--- src/design/bcrp_pkg.sv ---
// ----------------------------------------------------------------------------
// bcrp_pkg
// Shared types and constants of the bucket chain rule placer: register
// indices, sequencer states and the control/status bundle of the remainder unit.
// ----------------------------------------------------------------------------
package bcrp_pkg;

	// default sizing
	localparam int BUCKETS_DEF     = 32;
	localparam int CHAIN_DEPTH_DEF = 4;
	localparam int MAX_QUEUES_DEF  = 8;

	// item and configuration widths
	localparam int IP_W        = 32;
	localparam int COUNT_W     = 16;
	localparam int QCOUNT_W    = 4;
	localparam int CFG_INDEX_W = 8;
	localparam int CFG_DATA_W  = 16;

	// remainder unit: divisor wide enough for the largest bucket count and queue limit
	localparam int DIV_W  = 11;
	localparam int STEP_W = 6;

	localparam int BUCKET_STEPS = 32;
	localparam int QUEUE_STEPS  = 8;

	localparam logic [COUNT_W-1:0]  COUNT_MAX           = 16'hFFFF;
	localparam logic [COUNT_W-1:0]  RULES_PER_TABLE_RST = 16'hFFFF;
	localparam logic [QCOUNT_W-1:0] QUEUE_COUNT_RST     = 4'd1;

	// register indices
	localparam logic [CFG_INDEX_W-1:0] REG_RULES_PER_TABLE = 8'd0;
	localparam logic [CFG_INDEX_W-1:0] REG_QUEUE_COUNT     = 8'd1;

	typedef enum logic [2:0] {
		ST_CLEAR,
		ST_IDLE,
		ST_BMOD,
		ST_RD_TBL,
		ST_RD_CUR,
		ST_RD_NXT,
		ST_QMOD,
		ST_WRITE
	} state_t;

	typedef struct packed {
		logic              start;
		logic [IP_W-1:0]   dividend;
		logic [STEP_W-1:0] steps;
		logic [DIV_W-1:0]  divisor;
	} rem_ctrl_t;

	typedef struct packed {
		logic             busy;
		logic [DIV_W-1:0] rem;
	} rem_stat_t;

endpackage

--- src/design/bcrp_rem_unit.sv ---
// ----------------------------------------------------------------------------
// bcrp_rem_unit
// Iterative remainder unit: restoring division, one dividend bit per cycle,
// taken from the top of a left-aligned dividend.
// ----------------------------------------------------------------------------
module bcrp_rem_unit (
	input  logic                  clk,
	input  logic                  arst_n,
	input  bcrp_pkg::rem_ctrl_t   ctrl,
	output bcrp_pkg::rem_stat_t   stat
);

	logic                              busy_q;
	logic [bcrp_pkg::STEP_W-1:0]       cnt_q;
	logic [bcrp_pkg::IP_W-1:0]         dvd_q;
	logic [bcrp_pkg::DIV_W-1:0]        rem_q;
	logic [bcrp_pkg::DIV_W-1:0]        div_q;

	logic [bcrp_pkg::DIV_W:0]          trial;
	logic [bcrp_pkg::DIV_W:0]          diff;
	logic [bcrp_pkg::DIV_W-1:0]        rem_nxt;

	// one shift-compare-subtract step
	always_comb begin
		trial = {rem_q, dvd_q[bcrp_pkg::IP_W-1]};
		diff  = trial - {1'b0, div_q};
		if (trial >= {1'b0, div_q}) begin
			rem_nxt = diff[bcrp_pkg::DIV_W-1:0];
		end else begin
			rem_nxt = trial[bcrp_pkg::DIV_W-1:0];
		end
	end

	// step control
	always_ff @(posedge clk or negedge arst_n) begin
		if (!arst_n) begin
			busy_q <= 1'b0;
			cnt_q  <= '0;
		end else if (ctrl.start) begin
			busy_q <= 1'b1;
			cnt_q  <= ctrl.steps;
		end else if (busy_q) begin
			cnt_q <= cnt_q - bcrp_pkg::STEP_W'(1);
			if (cnt_q == bcrp_pkg::STEP_W'(1)) begin
				busy_q <= 1'b0;
			end
		end
	end

	// operands and partial remainder
	always_ff @(posedge clk) begin
		if (ctrl.start) begin
			dvd_q <= ctrl.dividend;
			div_q <= ctrl.divisor;
			rem_q <= '0;
		end else if (busy_q) begin
			dvd_q <= {dvd_q[bcrp_pkg::IP_W-2:0], 1'b0};
			rem_q <= rem_nxt;
		end
	end

	assign stat.busy = busy_q;
	assign stat.rem  = rem_q;

endmodule

--- src/design/bucket_chain_rule_placer.sv ---
// ----------------------------------------------------------------------------
// bucket_chain_rule_placer
// Places one flow rule per destination address into a per-bucket chain of
// overflow tables and reports group, default-rule and receive-queue details.
// ----------------------------------------------------------------------------
// One item at a time. With a power-of-two BUCKETS an item passes from acceptance
// to result through a table read and two count memory reads, the queue remainder
// (one dividend bit a cycle through the shared remainder unit, over the top eight
// address bits) and the count update. Any other BUCKETS first puts the bucket
// remainder through the same unit over all 32 address bits. After reset a clearing
// pass over all BUCKETS*CHAIN_DEPTH count entries zeroes the stores, during
// which no item is taken; configuration writes are taken at all times. A new
// item is taken while the previous result still waits at the output.
module bucket_chain_rule_placer #(
	parameter int BUCKETS     = bcrp_pkg::BUCKETS_DEF,
	parameter int CHAIN_DEPTH = bcrp_pkg::CHAIN_DEPTH_DEF,
	parameter int MAX_QUEUES  = bcrp_pkg::MAX_QUEUES_DEF
) (
	input  logic                                clk,
	input  logic                                arst_n,
	// configuration writes
	input  logic                                cfg_valid,
	output logic                                cfg_ready,
	input  logic [bcrp_pkg::CFG_INDEX_W-1:0]    cfg_index,
	input  logic [bcrp_pkg::CFG_DATA_W-1:0]     cfg_data,
	// input items
	input  logic                                in_valid,
	output logic                                in_ready,
	input  logic [bcrp_pkg::IP_W-1:0]           dst_ip,
	// result items
	output logic                                out_valid,
	input  logic                                out_ready,
	output logic [4:0]                          bucket_index,
	output logic [6:0]                          root_jump_group,
	output logic [7:0]                          rule_group,
	output logic [1:0]                          table_slot,
	output logic                                install_default,
	output logic                                default_is_drop,
	output logic [7:0]                          default_next_group,
	output logic [2:0]                          queue_index,
	output logic                                chain_full
);

	localparam int N    = BUCKETS * CHAIN_DEPTH;
	localparam int AW   = $clog2(N);
	localparam int BW   = $clog2(BUCKETS);
	localparam int TW   = $clog2(CHAIN_DEPTH);
	localparam int GW   = ($clog2(N + 2) > 8) ? $clog2(N + 2) : 8;
	localparam int BXW  = (BW > 5) ? BW : 5;
	localparam int TXW  = (TW > 2) ? TW : 2;
	localparam bit BPOW2 = ((BUCKETS & (BUCKETS - 1)) == 0);

	localparam int CW = bcrp_pkg::COUNT_W;
	localparam int DW = bcrp_pkg::DIV_W;

	// stores
	logic [CW-1:0] cnt_mem [N];
	logic [TW-1:0] tiu_mem [BUCKETS];

	// control state
	bcrp_pkg::state_t state_q, state_d;
	logic [AW-1:0]                     clr_q;
	logic [CW-1:0]                     rpt_q;
	logic [bcrp_pkg::QCOUNT_W-1:0]     qc_q;
	logic                              out_valid_q;

	// item payload
	logic [bcrp_pkg::IP_W-1:0]         ip_q;
	logic [BW-1:0]                     bucket_q;
	logic [TW-1:0]                     tbl_q;
	logic [CW-1:0]                     cnt_rd_q;
	logic [CW-1:0]                     cnt_cur_q;

	// result registers
	logic [4:0]                        bucket_index_q;
	logic [6:0]                        root_jump_group_q;
	logic [7:0]                        rule_group_q;
	logic [1:0]                        table_slot_q;
	logic                              install_default_q;
	logic                              default_is_drop_q;
	logic [7:0]                        default_next_group_q;
	logic [2:0]                        queue_index_q;
	logic                              chain_full_q;

	// remainder unit link
	bcrp_pkg::rem_ctrl_t               rem_ctrl;
	bcrp_pkg::rem_stat_t               rem_stat;

	// memory port controls
	logic                              cnt_we;
	logic [AW-1:0]                     cnt_waddr;
	logic [CW-1:0]                     cnt_wdata;
	logic                              cnt_re;
	logic [AW-1:0]                     cnt_raddr;
	logic                              tiu_we;
	logic [BW-1:0]                     tiu_waddr;
	logic [TW-1:0]                     tiu_wdata;
	logic                              tiu_re;
	logic                              ld_out;
	logic                              in_acc;

	// placement decision
	logic [AW-1:0]                     base;
	logic [AW-1:0]                     cur_addr;
	logic [AW-1:0]                     nxt_addr;
	logic [CW-1:0]                     limit;
	logic                              full_cur;
	logic                              last_cur;
	logic                              is_full;
	logic [TW-1:0]                     tbl_new;
	logic [CW-1:0]                     cnt_sel;
	logic                              inst;
	logic                              drop;
	logic [GW-1:0]                     group;
	logic [GW-1:0]                     next_grp;
	logic [GW-1:0]                     root;
	logic [DW-1:0]                     qn;
	logic [BXW-1:0]                    bucket_ext;
	logic [TXW-1:0]                    tbl_ext;

	bcrp_rem_unit u_rem (
		.clk    (clk),
		.arst_n (arst_n),
		.ctrl   (rem_ctrl),
		.stat   (rem_stat)
	);

	assign in_acc = in_valid && in_ready;

	// table addressing, limits and the decision itself
	always_comb begin
		base     = AW'(bucket_q) * AW'(CHAIN_DEPTH);
		cur_addr = base + AW'(tbl_q);
		last_cur = (tbl_q == TW'(CHAIN_DEPTH - 1));
		nxt_addr = last_cur ? cur_addr : cur_addr + AW'(1);
		limit    = (rpt_q == '0) ? CW'(1) : rpt_q;
		full_cur = (cnt_cur_q >= limit);
		is_full  = full_cur && last_cur;
		tbl_new  = full_cur ? tbl_q + TW'(1) : tbl_q;
		cnt_sel  = full_cur ? cnt_rd_q : cnt_cur_q;
		inst     = (cnt_sel == '0);
		drop     = inst && (tbl_new == TW'(CHAIN_DEPTH - 1));
		root     = GW'(base) + GW'(1);
		group    = GW'(base) + GW'(tbl_new) + GW'(1);
		next_grp = (inst && !drop) ? group + GW'(1) : '0;
		bucket_ext = BXW'(bucket_q);
		tbl_ext    = TXW'(tbl_new);
		// clamp the queue count into one to the queue limit
		if (qc_q == '0) begin
			qn = DW'(1);
		end else if (DW'(qc_q) > DW'(MAX_QUEUES)) begin
			qn = DW'(MAX_QUEUES);
		end else begin
			qn = DW'(qc_q);
		end
	end

	// next state
	always_comb begin
		state_d = state_q;
		case (state_q)
			bcrp_pkg::ST_CLEAR: begin
				if (clr_q == AW'(N - 1)) begin
					state_d = bcrp_pkg::ST_IDLE;
				end
			end
			bcrp_pkg::ST_IDLE: begin
				if (in_valid) begin
					state_d = BPOW2 ? bcrp_pkg::ST_RD_TBL : bcrp_pkg::ST_BMOD;
				end
			end
			bcrp_pkg::ST_BMOD: begin
				if (!rem_stat.busy) begin
					state_d = bcrp_pkg::ST_RD_TBL;
				end
			end
			bcrp_pkg::ST_RD_TBL: state_d = bcrp_pkg::ST_RD_CUR;
			bcrp_pkg::ST_RD_CUR: state_d = bcrp_pkg::ST_RD_NXT;
			bcrp_pkg::ST_RD_NXT: state_d = bcrp_pkg::ST_QMOD;
			bcrp_pkg::ST_QMOD: begin
				if (!rem_stat.busy) begin
					state_d = bcrp_pkg::ST_WRITE;
				end
			end
			bcrp_pkg::ST_WRITE: begin
				if (!out_valid_q || out_ready) begin
					state_d = bcrp_pkg::ST_IDLE;
				end
			end
			default: state_d = bcrp_pkg::ST_IDLE;
		endcase
	end

	// sequencer outputs
	always_comb begin
		in_ready           = 1'b0;
		rem_ctrl.start     = 1'b0;
		rem_ctrl.dividend  = dst_ip;
		rem_ctrl.steps     = bcrp_pkg::STEP_W'(bcrp_pkg::BUCKET_STEPS);
		rem_ctrl.divisor   = DW'(BUCKETS);
		cnt_we             = 1'b0;
		cnt_waddr          = full_cur ? nxt_addr : cur_addr;
		cnt_wdata          = (cnt_sel == bcrp_pkg::COUNT_MAX) ? cnt_sel : cnt_sel + CW'(1);
		cnt_re             = 1'b0;
		cnt_raddr          = cur_addr;
		tiu_we             = 1'b0;
		tiu_waddr          = bucket_q;
		tiu_wdata          = tbl_new;
		tiu_re             = 1'b0;
		ld_out             = 1'b0;
		case (state_q)
			bcrp_pkg::ST_CLEAR: begin
				cnt_we    = 1'b1;
				cnt_waddr = clr_q;
				cnt_wdata = '0;
				tiu_we    = ({1'b0, clr_q} < (AW + 1)'(BUCKETS));
				tiu_waddr = clr_q[BW-1:0];
				tiu_wdata = '0;
			end
			bcrp_pkg::ST_IDLE: begin
				in_ready       = 1'b1;
				rem_ctrl.start = in_valid && !BPOW2;
			end
			bcrp_pkg::ST_RD_TBL: begin
				tiu_re = 1'b1;
			end
			bcrp_pkg::ST_RD_CUR: begin
				cnt_re = 1'b1;
			end
			bcrp_pkg::ST_RD_NXT: begin
				cnt_re            = 1'b1;
				cnt_raddr         = nxt_addr;
				rem_ctrl.start    = 1'b1;
				rem_ctrl.dividend = {ip_q[31:24], 24'd0};
				rem_ctrl.steps    = bcrp_pkg::STEP_W'(bcrp_pkg::QUEUE_STEPS);
				rem_ctrl.divisor  = qn;
			end
			bcrp_pkg::ST_WRITE: begin
				ld_out = !out_valid_q || out_ready;
				cnt_we = ld_out && !is_full;
				tiu_we = ld_out && !is_full && full_cur;
			end
			default: begin
			end
		endcase
	end

	// control registers and configuration
	always_ff @(posedge clk or negedge arst_n) begin
		if (!arst_n) begin
			state_q     <= bcrp_pkg::ST_CLEAR;
			clr_q       <= '0;
			rpt_q       <= bcrp_pkg::RULES_PER_TABLE_RST;
			qc_q        <= bcrp_pkg::QUEUE_COUNT_RST;
			out_valid_q <= 1'b0;
		end else begin
			state_q <= state_d;
			if (state_q == bcrp_pkg::ST_CLEAR) begin
				clr_q <= clr_q + AW'(1);
			end
			if (cfg_valid) begin
				if (cfg_index == bcrp_pkg::REG_RULES_PER_TABLE) begin
					rpt_q <= cfg_data;
				end else if (cfg_index == bcrp_pkg::REG_QUEUE_COUNT) begin
					qc_q <= cfg_data[bcrp_pkg::QCOUNT_W-1:0];
				end
			end
			if (ld_out) begin
				out_valid_q <= 1'b1;
			end else if (out_ready) begin
				out_valid_q <= 1'b0;
			end
		end
	end

	// stores, read data registered
	always_ff @(posedge clk) begin
		if (cnt_we) begin
			cnt_mem[cnt_waddr] <= cnt_wdata;
		end
		if (cnt_re) begin
			cnt_rd_q <= cnt_mem[cnt_raddr];
		end
		if (tiu_we) begin
			tiu_mem[tiu_waddr] <= tiu_wdata;
		end
		if (tiu_re) begin
			tbl_q <= tiu_mem[bucket_q];
		end
	end

	// item payload
	always_ff @(posedge clk) begin
		if (in_acc) begin
			ip_q <= dst_ip;
			if (BPOW2) begin
				bucket_q <= dst_ip[BW-1:0];
			end
		end
		if (state_q == bcrp_pkg::ST_BMOD && !rem_stat.busy) begin
			bucket_q <= rem_stat.rem[BW-1:0];
		end
		if (state_q == bcrp_pkg::ST_RD_NXT) begin
			cnt_cur_q <= cnt_rd_q;
		end
	end

	// result register
	always_ff @(posedge clk) begin
		if (ld_out) begin
			bucket_index_q    <= bucket_ext[4:0];
			root_jump_group_q <= root[6:0];
			chain_full_q      <= is_full;
			if (is_full) begin
				rule_group_q         <= '0;
				table_slot_q         <= '0;
				install_default_q    <= 1'b0;
				default_is_drop_q    <= 1'b0;
				default_next_group_q <= '0;
				queue_index_q        <= '0;
			end else begin
				rule_group_q         <= group[7:0];
				table_slot_q         <= tbl_ext[1:0];
				install_default_q    <= inst;
				default_is_drop_q    <= drop;
				default_next_group_q <= next_grp[7:0];
				queue_index_q        <= rem_stat.rem[2:0];
			end
		end
	end

	assign cfg_ready          = 1'b1;
	assign out_valid          = out_valid_q;
	assign bucket_index       = bucket_index_q;
	assign root_jump_group    = root_jump_group_q;
	assign rule_group         = rule_group_q;
	assign table_slot         = table_slot_q;
	assign install_default    = install_default_q;
	assign default_is_drop    = default_is_drop_q;
	assign default_next_group = default_next_group_q;
	assign queue_index        = queue_index_q;
	assign chain_full         = chain_full_q;

endmodule
--- config.mk ---
export PLATFORM = sky130hd
export DESIGN_NAME = bucket_chain_rule_placer
export DESIGN_NICKNAME = d
export VERILOG_FILES = /design/src/design/bcrp_pkg.sv /design/src/design/bcrp_rem_unit.sv /design/src/design/bucket_chain_rule_placer.sv
export SDC_FILE = /design/constraint.sdc
export NUM_CORES = 2
export LEC_CHECK = 0
export ABC_AREA = 1
export BUFFER_PORTS_ARGS = -buffer_cell sky130_fd_sc_hd__buf_2
export CORE_MARGIN = 2
export CORE_UTILIZATION = 25
export CTS_CLUSTER_SIZE = 28
export DETAILED_ROUTE_END_ITERATION = 8
export HOLD_SLACK_MARGIN = 0.06
export PLACE_DENSITY_LB_ADDON = 0.25
export SYNTH_ARGS = -nofsm -noshare
export SYNTH_HDL_FRONTEND = slang
export SYNTH_SLANG_ARGS = --single-unit
export TNS_END_PERCENT = 30
--- constraint.sdc ---
create_clock -name clk -period 16.1 [get_ports clk]
set_input_delay 3.22 -clock clk [delete_from_list [all_inputs] [get_ports clk]]
set_output_delay 3.22 -clock clk [all_outputs]
set_load 0.005 [all_outputs]
==> results.txt <==
After synthesis, the largest family of logic cells by area is simple AND/OR/NAND/NOR gates. The tools report the core footprint as 368000 um^2. Kind of cell adding the most delay to the critical path: buffers and inverters. In this run, synthesis inferred 2201 flip-flops with an integrated enable.

For this run, the post-layout net count is 8002. The cell repeated most along the worst path was sky130_fd_sc_hd__nand3_1. The Yosys step of the flow raised 0 warnings.

The tools report the DRC marker count from the first detailed-route iteration as 5486. The tools report the launching point of the worst reg2reg path as state_q[2]$_DFFE_PN0P_. The power density over cell area was 188 nW/um^2. The H-tree generated during clock tree synthesis spans 4 levels.

The worst register-to-register path ends at cnt_rd_q[2]$_DFFE_PP_. Across every metal layer, demand over resource in global routing totals 14.3%. The die covers 374000 um^2. The floorplan step set the die width to 612 um.

Class of the tightest hold or removal check: register to register. Final hold analysis gives a worst-case slack of 0.460 ns. Setup repair after global routing left no endpoint under its margin.

Synthesized instance count: 7872. The run gives 141 MHz as the timing-limited maximum frequency. The tool flagged a number of max-cap violations equal to 0. The final layout contains routed wiring with a total length of 276000 um. The number of global-route vias before repair is 57310. Power comes to 19900 uW.

For the area occupied by multi-input gates, the log shows 22400 um^2. Sequential cells were found to cover 72.9% of the synthesized design area. For the final routed database, the setup TNS stands at 0 ns.

Counting the buffers created by CTS gives 247. Cells with a size suffix above 1 make up 8.47% of the layout. For this run, the leading register cell type out of synthesis is sky130_fd_sc_hd__edfxtp_1. The tools report the type of element launching the critical path as a register. Setup slack on the critical path of the routed design comes to 9.01 ns. The tools report the post-DP HPWL as 149000 um. By area the synthesized netlist is led by sky130_fd_sc_hd__edfxtp_1 (72%), sky130_fd_sc_hd__nand3_1 (11%), sky130_fd_sc_hd__nand2_1 (9.4%). Dividing the final minimum period by the clock period gives 44.0%. In the routed design, unresolved DRC markers number 0. In the synthesized netlist the async set-or-reset flop fraction comes to 1.69%. The synthesized netlist devotes 0.133% of its cell area to XOR and XNOR gates.

The root buffer cell chosen for the clock tree is sky130_fd_sc_hd__clkbuf_16. The tools report the critical hold path startpoint as cnt_rd_q[15]$_DFFE_PP_. The routed design could run at a clock period as short as 7.09 ns. On the final layout, the worst clock skew is 0.116 ns. The logs give 0 for the number of hold-slack violations in the final timing report and 0.000285 V for the maximum resistive drop on vdd.

The library cell occupying the most area in the post-synthesis netlist is sky130_fd_sc_hd__edfxtp_1. Highest-delay cell along the critical path: sky130_fd_sc_hd__nor2_2. The synthesized netlist occupies a cell area of 92300 um^2. Traced cell by cell, the critical path runs through inv_2 -> nor2_2 -> nand2_1 -> buf_4 -> nand2_1 -> o21ai_4 -> buf_4 -> inv_8 -> buf_12 -> buf_4 -> buf_4 -> nand2_1 -> nand3_1 -> nand3_1 -> nand3_1 -> nand3_1 -> nand3_1 -> nand3_1 -> nand2_1. The highest cell delay on the worst timing path works out to 0.90 ns. The via count of the routed design is 60301, and the vertical die dimension is 612 um. At the end of routability-driven placement, the weighted congestion stood at 0.787. Summed over all layers, the global routing overflow is 0. Type of element capturing the critical path: a register. The synthesized netlist contains 43 unique library cells. Dividing the detail-routed via count by the number of cells gives 4.66.

The reported leakage power was 0.0367 uW; the number of clock sinks seen by CTS was 2250. In the final routed layout, each cell accounts on average for 21.3 um. Across all register-to-register paths, the minimum setup slack is 9.01 ns. Initial antenna violation count: 10. The tools report the hold buffer count at cts as 0. The synthesis-to-finish area growth came out at 14.8%. The worst pin sits at a relative slew slack of 19.3%. For the worst setup path, the data arrival time is 7.77 ns. Along the worst path, the maximum fanout reaches 170.

The later pin in the worst-skew pair is clocked with a latency of 0.94 ns. The length in cells of the worst reg-to-reg path works out to 19. The run gives 8.94 ns as the worst setup timing slack at the placement stage. The layout has 37573 filler cells. The max-slew violation count was 0. Input and output buffers added on the ports amount to 77. STA puts the critical path data required time at 16.78 ns.

In this run the core area contains 223 standard-cell rows. For the pin with the worst max-slew slack, the measured transition is 1.21 ns. After synthesis the netlist holds a flip-flop and latch count of 2250. The synthesized netlist devotes 0.456% of its cell area to adder and majority cells. The first detailed-routing pass took 5 iterations. Share of the synthesized area in compound gates (AO/OA/AOI/OAI): 1.10%. The initial standard-cell utilization of the core was 25.1%; the average cell area after synthesis was 11.7 um^2.

In this run the count of I/O pins placed on the die edge is 100. The first global-routing pass estimated 401000 um of wire. TritonCTS built the clock tree. The cell depth of the worst min-delay path is 0, and the share of cell area taken by muxes after synthesis is 0%.

Post-CTS timing repair inserted 0 buffers for setup. Counting both buffers and inverters, the worst setup path holds a total of 7. Top cell type's share of synthesized area: 71.6%. The run finished with clean final reports. The clock passes through at most 4 buffers. Setup violations remaining at the end of the flow were counted as 0. The number of cells upsized or downsized after cts was 0. For the pin count of the biggest net entering global routing, the log shows 173. The simple logic cell fraction of the synthesized area is 22.3%. The kind of critical path was register to register. The path with the worst hold slack has its endpoint at cnt_cur_q[15]$_DFFE_PP_. The sequential cells in the finished layout cover a total of 67300 um^2. The detail route stage leaves a number of antenna-violating nets equal to 0.

Clock-pin slew was measured on the worst setup and hold paths at 0.06 ns.
-- layer usage --
metal / vias up / GRT usage [%] / wire [um]
met3: 381 / 1.90 / 14600
li1: 27994 / - / -
met1: 30204 / 20.2 / 125000
met2: 1722 / 23.1 / 129000
met4: 0 / 3.98 / 7510
met5: - / 0 / 0
-- how the worst max path moves through the flow --
stage | end | slack (ns) | cells after the start | startpoint
floorplan | cnt_mem[0][8]$_DFFE_PP_ | 8.89 | 18 | rpt_q[2]$_DFFE_PN1P_
global placement | cnt_mem[0][10]$_DFFE_PP_ | 8.93 | 20 | rpt_q[8]$_DFFE_PN1P_
detailed placement | cnt_mem[1][10]$_DFFE_PP_ | 8.94 | 20 | rpt_q[8]$_DFFE_PN1P_
CTS | cnt_mem[3][10]$_DFFE_PP_ | 8.94 | 20 | rpt_q[8]$_DFFE_PN1P_
global route | cnt_mem[92][10]$_DFFE_PP_ | 8.35 | 20 | rpt_q[8]$_DFFE_PN1P_
finish | cnt_rd_q[2]$_DFFE_PP_ | 9.01 | 19 | state_q[2]$_DFFE_PN0P_
-- cell usage after synthesis (3+ instances only) --
cell type,instances
sky130_fd_sc_hd__dfstp_2,17
sky130_fd_sc_hd__nand2_1,2316
sky130_fd_sc_hd__o21ai_0,82
sky130_fd_sc_hd__inv_2,5
sky130_fd_sc_hd__o21ai_1,4
sky130_fd_sc_hd__ha_1,32
sky130_fd_sc_hd__buf_4,32
sky130_fd_sc_hd__nor3_1,13
sky130_fd_sc_hd__xnor2_1,3
sky130_fd_sc_hd__a21oi_1,50
sky130_fd_sc_hd__buf_1,53
sky130_fd_sc_hd__nor2_2,3
sky130_fd_sc_hd__o211ai_1,3
sky130_fd_sc_hd__nand3b_1,7
sky130_fd_sc_hd__dfrtp_1,21
sky130_fd_sc_hd__o22ai_1,19
sky130_fd_sc_hd__a31oi_1,6
sky130_fd_sc_hd__clkbuf_1,157
sky130_fd_sc_hd__dfxtp_1,11
sky130_fd_sc_hd__nand3_1,2067
sky130_fd_sc_hd__edfxtp_1,2201
sky130_fd_sc_hd__xor2_1,11
sky130_fd_sc_hd__inv_1,142
sky130_fd_sc_hd__o221ai_1,6
sky130_fd_sc_hd__buf_2,249
sky130_fd_sc_hd__or2_2,3
sky130_fd_sc_hd__buf_6,5
sky130_fd_sc_hd__nand4_1,19
sky130_fd_sc_hd__nor4_1,6
sky130_fd_sc_hd__nor2_1,313
-- registers in the layout (all words and copies together) (netlist names), 3 cells and up --
signal / flops
bucket_ext: 5
clr_q: 7
cnt_cur_q: 16
cnt_mem: 2048
cnt_rd_q: 16
default_next_group: 8
ip_q: 8
qc_q: 4
queue_index: 3
root_jump_group: 5
rpt_q: 16
rule_group: 8
state_q: 3
tiu_mem: 64
u_rem.cnt_q: 6
u_rem.div_q: 5
u_rem.dvd_q: 8
u_rem.rem_q: 11
-- through the flow --
stage,util [%],cells,instance area (um^2)
finish,28.8,12939,106000
global route,28.8,12935,106000
CTS,28.8,12933,106000
detailed placement,26.7,12495,98400
global placement,26.7,12495,98400
floorplan,-,7873,92300
-- report_power, final --
part	leakage, uW	switching [uW]	internal, uW
sequential	0.0204	107	7340
combinational	0.0126	5500	1660
clock	0.00367	2300	3030
total	0.0367	7910	12000
-- placed cells by master (no fill, tap or decap), types with 4 or more instances in the layout --
cell type and n:
sky130_fd_sc_hd__a21oi_1 43, sky130_fd_sc_hd__a21oi_4 7, sky130_fd_sc_hd__a31oi_4 4, sky130_fd_sc_hd__buf_12 15, sky130_fd_sc_hd__buf_2 77, sky130_fd_sc_hd__buf_4 189
sky130_fd_sc_hd__bufinv_16 14, sky130_fd_sc_hd__clkbuf_1 51, sky130_fd_sc_hd__clkbuf_16 249, sky130_fd_sc_hd__clkinv_1 64, sky130_fd_sc_hd__clkinv_2 47, sky130_fd_sc_hd__clkinvlp_4 4
sky130_fd_sc_hd__dfrtp_1 21, sky130_fd_sc_hd__dfstp_2 17, sky130_fd_sc_hd__dfxtp_1 11, sky130_fd_sc_hd__diode_2 5, sky130_fd_sc_hd__edfxtp_1 2201, sky130_fd_sc_hd__ha_1 32
sky130_fd_sc_hd__inv_1 137, sky130_fd_sc_hd__inv_2 4, sky130_fd_sc_hd__inv_6 5, sky130_fd_sc_hd__nand2_1 2316, sky130_fd_sc_hd__nand3_1 2063, sky130_fd_sc_hd__nand3_2 5
sky130_fd_sc_hd__nand3b_1 7, sky130_fd_sc_hd__nand4_1 19, sky130_fd_sc_hd__nor2_1 291, sky130_fd_sc_hd__nor2_2 21, sky130_fd_sc_hd__nor2_4 4, sky130_fd_sc_hd__nor3_1 9
sky130_fd_sc_hd__nor4_1 6, sky130_fd_sc_hd__o21ai_0 81, sky130_fd_sc_hd__o21ai_4 4, sky130_fd_sc_hd__o221ai_1 6, sky130_fd_sc_hd__o22ai_1 19, sky130_fd_sc_hd__xor2_1 11
-- kinds of logic after synthesis --
kind of cell | Yosys count
flops | 2250
fa+ha+maj | 33
xor+xnor | 14
buf+inv | 643
simple gates | 4749
other cells | 2
compound gates | 181
-- layout make-up --
class	count	share of cell area [%]
flip-flops and latches	2250	63.5
multi-input cells	4980	21.2
clock buffers	300	6.06
well taps	4837	5.71
repair buffers	282	2.00
clock inverters	138	0.997
inverters	147	0.549
diodes	5	0.0118
-- worst register-to-register path: cells and delay by family (launching register included) --
kind	cells	cell delay [ns]
buffers and inverters	7	3.66
DFF	1	0.46
AOI/OAI and AO/OA	1	0.06
and+or+nand+nor	11	2.77
(Power assumes the default switching activity.)
